$ cat src/hw/rtl/yuyvrgb_pkg.sv
// ----------------------------------------------------------------------------
// yuyvrgb_pkg
// Item types, register indexes and conversion tables for the YUYV to RGB888
// converter.
// ----------------------------------------------------------------------------
package yuyvrgb_pkg;

    // One YUYV macropixel
    typedef struct packed {
        logic [7:0] luma_first;
        logic [7:0] chroma_blue;
        logic [7:0] luma_second;
        logic [7:0] chroma_red;
    } yuyv_item_t;

    // Two RGB888 pixels plus position marks
    typedef struct packed {
        logic [7:0] red_first;
        logic [7:0] green_first;
        logic [7:0] blue_first;
        logic [7:0] red_second;
        logic [7:0] green_second;
        logic [7:0] blue_second;
        logic       line_end;
        logic       frame_end;
    } rgb_item_t;

    typedef logic signed [8:0] term_t;

    // Chroma contributions shared by both pixels of a pair
    typedef struct packed {
        term_t red_add;
        term_t green_sub;
        term_t blue_add;
    } chroma_terms_t;

    typedef struct packed {
        logic line_end;
        logic frame_end;
    } pos_flags_t;

    // Configuration port
    localparam int CFG_INDEX_W = 2;
    localparam int CFG_DATA_W  = 13;
    localparam logic [CFG_INDEX_W-1:0] REG_PAIRS_PER_LINE  = 2'd0;
    localparam logic [CFG_INDEX_W-1:0] REG_LINES_PER_FRAME = 2'd1;

    localparam int PPL_W      = 12;
    localparam int LPF_W      = 13;
    localparam int COL_W      = 11;
    localparam int ROW_W      = 12;
    localparam int MAX_PAIRS  = 2048;
    localparam int MAX_LINES  = 4096;
    localparam logic [PPL_W-1:0] PPL_RESET = 12'd400;
    localparam logic [LPF_W-1:0] LPF_RESET = 13'd600;

    // All chroma factors expressed over one denominator
    localparam int CHROMA_DEN = 10000;
    localparam int KBB_NUM    = 17790;
    localparam int KBG_NUM    = 3455;
    localparam int KCG_NUM    = 7169;
    localparam int KCR_NUM    = 14075;

    typedef logic [7:0] luma_tbl_t [256];
    typedef term_t      term_tbl_t [256];

    function automatic luma_tbl_t build_luma_tbl();
        luma_tbl_t t;
        int        v;
        for (int i = 0; i < 256; i++) begin
            v = (i * 6) / 5;
            t[i] = (v > 255) ? 8'd255 : 8'(v);
        end
        return t;
    endfunction

    // Truncate toward zero
    function automatic int scaled_term(int d, int num);
        if (d < 0)
            return -(((-d) * num) / CHROMA_DEN);
        return (d * num) / CHROMA_DEN;
    endfunction

    function automatic term_tbl_t build_term_tbl(int num);
        term_tbl_t t;
        for (int i = 0; i < 256; i++)
            t[i] = term_t'(scaled_term(i - 128, num));
        return t;
    endfunction

    localparam luma_tbl_t LUMA_TBL = build_luma_tbl();
    localparam term_tbl_t KBB_TBL  = build_term_tbl(KBB_NUM);
    localparam term_tbl_t KBG_TBL  = build_term_tbl(KBG_NUM);
    localparam term_tbl_t KCG_TBL  = build_term_tbl(KCG_NUM);
    localparam term_tbl_t KCR_TBL  = build_term_tbl(KCR_NUM);

    function automatic logic [7:0] clamp_byte(logic signed [9:0] v);
        if (v < 10'sd0)
            return 8'd0;
        if (v > 10'sd255)
            return 8'd255;
        return v[7:0];
    endfunction

endpackage

$ cat src/hw/rtl/yuyvrgb_lookup.sv
// ----------------------------------------------------------------------------
// yuyvrgb_lookup
// Table lookups for boosted luma of both pixels and the shared chroma terms.
// ----------------------------------------------------------------------------
module yuyvrgb_lookup
    import yuyvrgb_pkg::*;
(
    input  yuyv_item_t    item,
    output logic [7:0]    luma_first,
    output logic [7:0]    luma_second,
    output chroma_terms_t terms
);

    term_t kbg;
    term_t kcg;

    assign luma_first  = LUMA_TBL[item.luma_first];
    assign luma_second = LUMA_TBL[item.luma_second];

    assign kbg = KBG_TBL[item.chroma_blue];
    assign kcg = KCG_TBL[item.chroma_red];

    // Both green terms together stay within 9 bits
    assign terms.green_sub = kbg + kcg;
    assign terms.red_add   = KCR_TBL[item.chroma_red];
    assign terms.blue_add  = KBB_TBL[item.chroma_blue];

endmodule

$ cat src/hw/rtl/yuyvrgb_lane.sv
// ----------------------------------------------------------------------------
// yuyvrgb_lane
// One pixel lane: add chroma terms to boosted luma and clamp each channel.
// ----------------------------------------------------------------------------
module yuyvrgb_lane
    import yuyvrgb_pkg::*;
(
    input  logic [7:0]    luma,
    input  chroma_terms_t terms,
    output logic [7:0]    red,
    output logic [7:0]    green,
    output logic [7:0]    blue
);

    logic signed [9:0] luma_ext;
    logic signed [9:0] red_sum;
    logic signed [9:0] green_sum;
    logic signed [9:0] blue_sum;

    assign luma_ext  = $signed({2'b00, luma});
    assign red_sum   = luma_ext + $signed({terms.red_add[8], terms.red_add});
    assign green_sum = luma_ext - $signed({terms.green_sub[8], terms.green_sub});
    assign blue_sum  = luma_ext + $signed({terms.blue_add[8], terms.blue_add});

    assign red   = clamp_byte(red_sum);
    assign green = clamp_byte(green_sum);
    assign blue  = clamp_byte(blue_sum);

endmodule

$ cat src/hw/rtl/yuyvrgb_pos.sv
// ----------------------------------------------------------------------------
// yuyvrgb_pos
// Line and frame size registers with the pair column and line row counters.
// ----------------------------------------------------------------------------
module yuyvrgb_pos
    import yuyvrgb_pkg::*;
(
    input  logic                   clk,
    input  logic                   rst_n,
    input  logic                   cfg_write,
    input  logic [CFG_INDEX_W-1:0] cfg_index,
    input  logic [CFG_DATA_W-1:0]  cfg_data,
    input  logic                   advance,
    output pos_flags_t             flags
);

    logic [PPL_W-1:0] ppl_reg;
    logic [LPF_W-1:0] lpf_reg;
    logic [COL_W-1:0] col_reg;
    logic [COL_W-1:0] col_next;
    logic [ROW_W-1:0] row_reg;
    logic [ROW_W-1:0] row_next;
    logic [COL_W-1:0] col_last;
    logic [ROW_W-1:0] row_last;

    // Zero acts as one, oversized values saturate at the maximum
    always_comb
    begin
        if (ppl_reg == '0)
            col_last = '0;
        else if (ppl_reg > PPL_W'(MAX_PAIRS))
            col_last = COL_W'(MAX_PAIRS - 1);
        else
            col_last = COL_W'(ppl_reg - 1'b1);

        if (lpf_reg == '0)
            row_last = '0;
        else if (lpf_reg > LPF_W'(MAX_LINES))
            row_last = ROW_W'(MAX_LINES - 1);
        else
            row_last = ROW_W'(lpf_reg - 1'b1);
    end

    assign flags.line_end  = (col_reg >= col_last);
    assign flags.frame_end = flags.line_end && (row_reg >= row_last);

    always_comb
    begin
        col_next = col_reg;
        row_next = row_reg;
        if (advance) begin
            if (flags.line_end) begin
                col_next = '0;
                row_next = flags.frame_end ? '0 : row_reg + 1'b1;
            end
            else begin
                col_next = col_reg + 1'b1;
            end
        end
    end

    always_ff @(posedge clk or negedge rst_n)
    begin
        if (!rst_n) begin
            ppl_reg <= PPL_RESET;
            lpf_reg <= LPF_RESET;
            col_reg <= '0;
            row_reg <= '0;
        end
        else begin
            col_reg <= col_next;
            row_reg <= row_next;
            if (cfg_write) begin
                unique case (cfg_index)
                    REG_PAIRS_PER_LINE:  ppl_reg <= cfg_data[PPL_W-1:0];
                    REG_LINES_PER_FRAME: lpf_reg <= cfg_data;
                    default: ;
                endcase
            end
        end
    end

endmodule

$ cat src/hw/rtl/yuyv_to_rgb888_converter.sv
// Path: an accepted YUYV item is registered after the table lookup stage,
// then the two pixel lanes are merged into the output register.
// Throughput: one item per cycle while rgb_stall does not hold the output.
// Reset: rst_n clears valids and position counters and loads 400 pairs per
// line and 600 lines per frame; the configuration port is always ready.
// ----------------------------------------------------------------------------
// yuyv_to_rgb888_converter
// Converts YUYV macropixels into pairs of RGB888 pixels with line and frame
// end marks.
// ----------------------------------------------------------------------------
module yuyv_to_rgb888_converter
    import yuyvrgb_pkg::*;
(
    input  logic                   clk,
    input  logic                   rst_n,
    input  logic                   cfg_valid,
    output logic                   cfg_ready,
    input  logic [CFG_INDEX_W-1:0] cfg_index,
    input  logic [CFG_DATA_W-1:0]  cfg_data,
    input  logic                   yuyv_valid,
    output logic                   yuyv_stall,
    input  yuyv_item_t             yuyv,
    output logic                   rgb_valid,
    input  logic                   rgb_stall,
    output rgb_item_t              rgb
);

    logic          accept;
    logic          s1_load;
    logic          out_load;
    logic          s1_valid_reg;
    logic          s1_valid_next;
    logic          rgb_valid_reg;
    logic          rgb_valid_next;
    logic [7:0]    look_luma0;
    logic [7:0]    look_luma1;
    chroma_terms_t look_terms;
    pos_flags_t    pos_flags;
    logic [7:0]    s1_luma0_reg;
    logic [7:0]    s1_luma1_reg;
    chroma_terms_t s1_terms_reg;
    pos_flags_t    s1_flags_reg;
    rgb_item_t     rgb_reg;
    rgb_item_t     rgb_next;

    assign cfg_ready = 1'b1;

    // Advance each stage when the one after it is empty or moving
    assign out_load   = !rgb_valid_reg || !rgb_stall;
    assign s1_load    = !s1_valid_reg || out_load;
    assign yuyv_stall = !s1_load;
    assign accept     = yuyv_valid && s1_load;

    yuyvrgb_lookup u_lookup (
        .item        (yuyv),
        .luma_first  (look_luma0),
        .luma_second (look_luma1),
        .terms       (look_terms)
    );

    yuyvrgb_pos u_pos (
        .clk       (clk),
        .rst_n     (rst_n),
        .cfg_write (cfg_valid && cfg_ready),
        .cfg_index (cfg_index),
        .cfg_data  (cfg_data),
        .advance   (accept),
        .flags     (pos_flags)
    );

    yuyvrgb_lane u_lane_first (
        .luma  (s1_luma0_reg),
        .terms (s1_terms_reg),
        .red   (rgb_next.red_first),
        .green (rgb_next.green_first),
        .blue  (rgb_next.blue_first)
    );

    yuyvrgb_lane u_lane_second (
        .luma  (s1_luma1_reg),
        .terms (s1_terms_reg),
        .red   (rgb_next.red_second),
        .green (rgb_next.green_second),
        .blue  (rgb_next.blue_second)
    );

    assign rgb_next.line_end  = s1_flags_reg.line_end;
    assign rgb_next.frame_end = s1_flags_reg.frame_end;

    assign s1_valid_next  = s1_load ? accept : s1_valid_reg;
    assign rgb_valid_next = out_load ? s1_valid_reg : rgb_valid_reg;

    always_ff @(posedge clk or negedge rst_n)
    begin
        if (!rst_n) begin
            s1_valid_reg  <= 1'b0;
            rgb_valid_reg <= 1'b0;
        end
        else begin
            s1_valid_reg  <= s1_valid_next;
            rgb_valid_reg <= rgb_valid_next;
        end
    end

    always_ff @(posedge clk)
    begin
        if (accept) begin
            s1_luma0_reg <= look_luma0;
            s1_luma1_reg <= look_luma1;
            s1_terms_reg <= look_terms;
            s1_flags_reg <= pos_flags;
        end
        // Hold the result while it is stalled
        if (out_load && s1_valid_reg)
            rgb_reg <= rgb_next;
    end

    assign rgb_valid = rgb_valid_reg;
    assign rgb       = rgb_reg;

endmodule
$ cat config.mk
export PLATFORM = sky130hd
export DESIGN_NAME = yuyv_to_rgb888_converter
export DESIGN_NICKNAME = d
export VERILOG_FILES = /design/src/hw/rtl/yuyvrgb_pkg.sv /design/src/hw/rtl/yuyvrgb_lookup.sv /design/src/hw/rtl/yuyvrgb_lane.sv /design/src/hw/rtl/yuyvrgb_pos.sv /design/src/hw/rtl/yuyv_to_rgb888_converter.sv
export SDC_FILE = /design/constraint.sdc
export NUM_CORES = 1
export LEC_CHECK = 0
export ABC_AREA = 1
export BUFFER_PORTS_ARGS = -buffer_cell sky130_fd_sc_hd__buf_4
export CAP_MARGIN = 15
export CORE_MARGIN = 5
export CORE_UTILIZATION = 35
export DETAILED_ROUTE_END_ITERATION = 10
export GPL_ROUTABILITY_DRIVEN = 0
export PLACE_DENSITY = 0.52
export SYNTH_ARGS = -nofsm -noshare
export SYNTH_HDL_FRONTEND = slang
export SYNTH_SLANG_ARGS = --single-unit
$ cat constraint.sdc
create_clock -name clk -period 5.4 [get_ports clk]
set_clock_uncertainty 0.1 [all_clocks]
set_input_delay 0.27 -clock clk [delete_from_list [all_inputs] [get_ports clk]]
set_output_delay 0.27 -clock clk [all_outputs]
set_load 0.03 [all_outputs]
==> summary.txt <==
Flow run
  – Max_cap viols: 0

Worst setup path
  – Worst EP required: 5.68 ns
  – Slowest CP cell: a21oi_2
  – Crit path max fanout: 20
  – Startpoint types: flip-flop
  – Crit end category: flip-flop
  – Crit-path max cell delay: 0.81 ns
  – Critical setup path kind: flip-flop to flip-flop
  – R2r setup slk: 1.79 ns
  – Most used cell, CP: nand3_1
  – Cells on worst reg2reg path: 17
  – Crit path DAT: 3.90 ns
  – CP Cell Sequence: inv_1 -> ha_1 -> inv_1 -> nor3_2 -> nand3_1 -> nand2_2 -> inv_1 -> o21ai_0 -> ha_1 -> nand2_1 -> nor2_1 -> nand3_1 -> nand3_1 -> nand2_1 -> a21oi_2 -> nand3_1 -> nand2_1

Clock network
  – Clock Sinks: between 100 and 150
  – TritonCTS buffer count: 17
  – Clock buffer depth: 2
  – Postcts setup bufs: 0
  – # hold bufs at CTS: 8
  – Clk pin slew, worst setup/hold paths: roughly 0.070 ns
  – H-tree Lvls: 4
  – Root Buffer: clkbuf_16
  – Clk_lat worst skew: 0.44 ns
  – Resized cells post-CTS: 0
  – CTS tree: done

Timing
  – Max-slew violations: 0
  – Worst slew margin: 0.321
  – Final Hold Viols: 0
  – Period minus WS final: approximately 3.6 ns
  – Final WS setup: approximately 1.8 ns
  – Fmax: 277 MHz
  – Endpoints failing setup: 0
  – Period utilization: 0.669
  – Worst-Margin Slew: 1.02 ns
  – RSZ-0062 raised after global routing: false
  – Post-route setup TNS: 0 ns

Global routing
  – Initial antenna violation count: 1
  – First-pass GRT wire length: 86.1 mm
  – Tot GR Track Use: 0.195
  – Total grt overflow: 0
  – Vias in the first global route: 16.7k
  – Pin count of the biggest net entering global routing: 51

Yosys
  – Post-synthesis register bit count: 145
  – Cells after Synth: ~2.7k
  – Post-synth ARST share: 0.345
  – Yosys top cell by area: nand2_1
  – Mapped cell area: 16700 um^2
  – Mapped Nets: slightly below 3k
  – Syn Area/Cell: a little over 6 um^2
  – Unique masters post-synth: 50
  – Most used DFF post-synth: edfxtp_1
  – Register area share after synthesis: 0.247
  – Synth Warn #: 0
  – EDFF count, synth: between 90 and 100
  – Synth top area cells: nand2_1 22%, edfxtp_1 17%, nand3_1 11%
  – Yosys top cell area share: 0.221

Floorplan
  – Die Y: 228 um
  – Core Region: 47400 um^2
  – IO Pins: about 110
  – Row cnt: 80
  – Die width: ~230 um
  – Initial core utilization: 0.351
  – Die ar.: 52100 um^2

Detailed routing
  – Final ANT Viol Nets: 0
  – DRC viols: 0
  – Post-Route WL: 53.0 mm
  – First drt pass iteration count: 6
  – Met3 Wirelength: between 3 and 4 mm
  – Vias: 18.0k
  – Max Used Layer: met4
  – DR iter-0 viols: 1806
  – Met2 WL: 24.3 mm
  – Via/cell ratio: 5.32
  – DR WL/cell: 15.7 um
  – Wl on met1: around 24 mm

Cells and area
  – Max FFs per register: 50
  – NumNets Final: 2933
  – Fraction of layout cells with a size suffix above 1: 0.0679
  – Final Instance Area: 18500 um^2
  – Fin util: 0.389
  – Area growth, synth to finish: 10.7%

Placement
  – Place WS: approximately 1.6 ns
  – Final HPWL DP: about 40 mm
  – # port buffers: 103
  – Placed inst area: 17700 um^2

Power and ir drop
  – Pwr/cell area: 277 nW/um^2
  – Leak: around 9.6 nW
  – Pwr Total: 0.00512 W
  – Peak VDD IR: 0.132 mV

Status
  – Status: completed

Hold path
  – Hold path depth: 3
  – Hold crit path type: primary input to flip-flop
[synth_stat cells (32+ instances only)]
cell type	n
inv_1	295
nand2_1	982
edfxtp_1	95
ha_1	120
xor2_1	32
nand4_1	35
a21oi_1	137
nand3_1	370
nor2_1	162
dfrtp_1	43
o21ai_0	168
buf_2	54
[worst paths after layout]
kind / from / end
max in group asynchronous: rst_n / u_pos.row_reg[8]
max: u_pos.ppl_reg[0] / u_pos.row_reg[7]
min in group asynchronous: rst_n / u_pos.lpf_reg[2]
min reg2reg: rgb_next[0] / rgb[0]
max reg2reg: u_pos.ppl_reg[0] / u_pos.row_reg[7]
min: cfg_data[5] / u_pos.lpf_reg[5]
[metal layers]
metal / up-vias / GRT usage
met4: 0 / 0.0607
met1: 8220 / 0.273
met2: 729 / 0.320
li1: 8972 / -
met5: - / 0
met3: 88 / 0.0208
[cells in the final DEF (no fill, tap or decap), drive strengths merged, types with 18 or more instances in the layout]
| cell | instances |
|---|---|
| inv | 310 |
| xor2 | 32 |
| nor2 | 171 |
| xnor2 | 20 |
| nand3 | 370 |
| nand2 | 989 |
| dfrtp | 43 |
| edfxtp | 95 |
| ha | 120 |
| buf | 111 |
| nand4 | 35 |
| o21ai | 180 |
| clkbuf | 18 |
| a21oi | 139 |
[through the flow]
| stage | hold slack (ns) | cells |
|---|---|---|
| 3_5_place_dp | 0.249 | 3342 |
| 3_3_place_gp | 0.248 | 3342 |
| 6_report | 0.0289 | 3383 |
| 2_1_floorplan | -0.126 | 2722 |
| 4_1_cts | 0.00536 | 3382 |
| 5_1_grt | 0.0461 | 3382 |
[power by group]
group / switching (W) / internal (W) / leakage [nW] / total, W
Sequential: 0.000161 / 0.00145 / 1.54 / 0.00161
Combinational: 0.00146 / 0.000762 / 7.74 / 0.00222
Clock: 0.000493 / 0.000792 / 0.304 / 0.00128
[cells by family (layout without fill, tap and decap cells)]
family,Yosys count,count (layout),share of synthesized area
adders and majority gates,127,127,0.0985
buffers and inverters,417,462,0.103
DFF,145,145,0.247
other,1,2,0.000225
and+or+nand+nor,1604,1604,0.403
xor gates and xnor gates,52,52,0.0273
AOI/OAI and AO/OA,376,376,0.121
[critical path: cells and delay by family, from the launching register on]
family,cells,cell delay (ns)
AOI/OAI and AO/OA,2,1.03
buffers and inverters,3,0.30
and+or+nand+nor,10,1.30
DFF,1,0.42
adders and majority gates,2,0.40
[area by class of cell]
class | instances | area (um^2)
fillers | 5123 | 29000
multi-input cells | 2160 | 10800
flip-flops and latches | 145 | 4110
inverters | 311 | 1170
repair buffers | 119 | 913
well taps | 615 | 769
clock buffers | 18 | 439
clock inverters | 14 | 201
diodes | 1 | 2.50
Note: power is estimated with default switching activity, not from simulation.
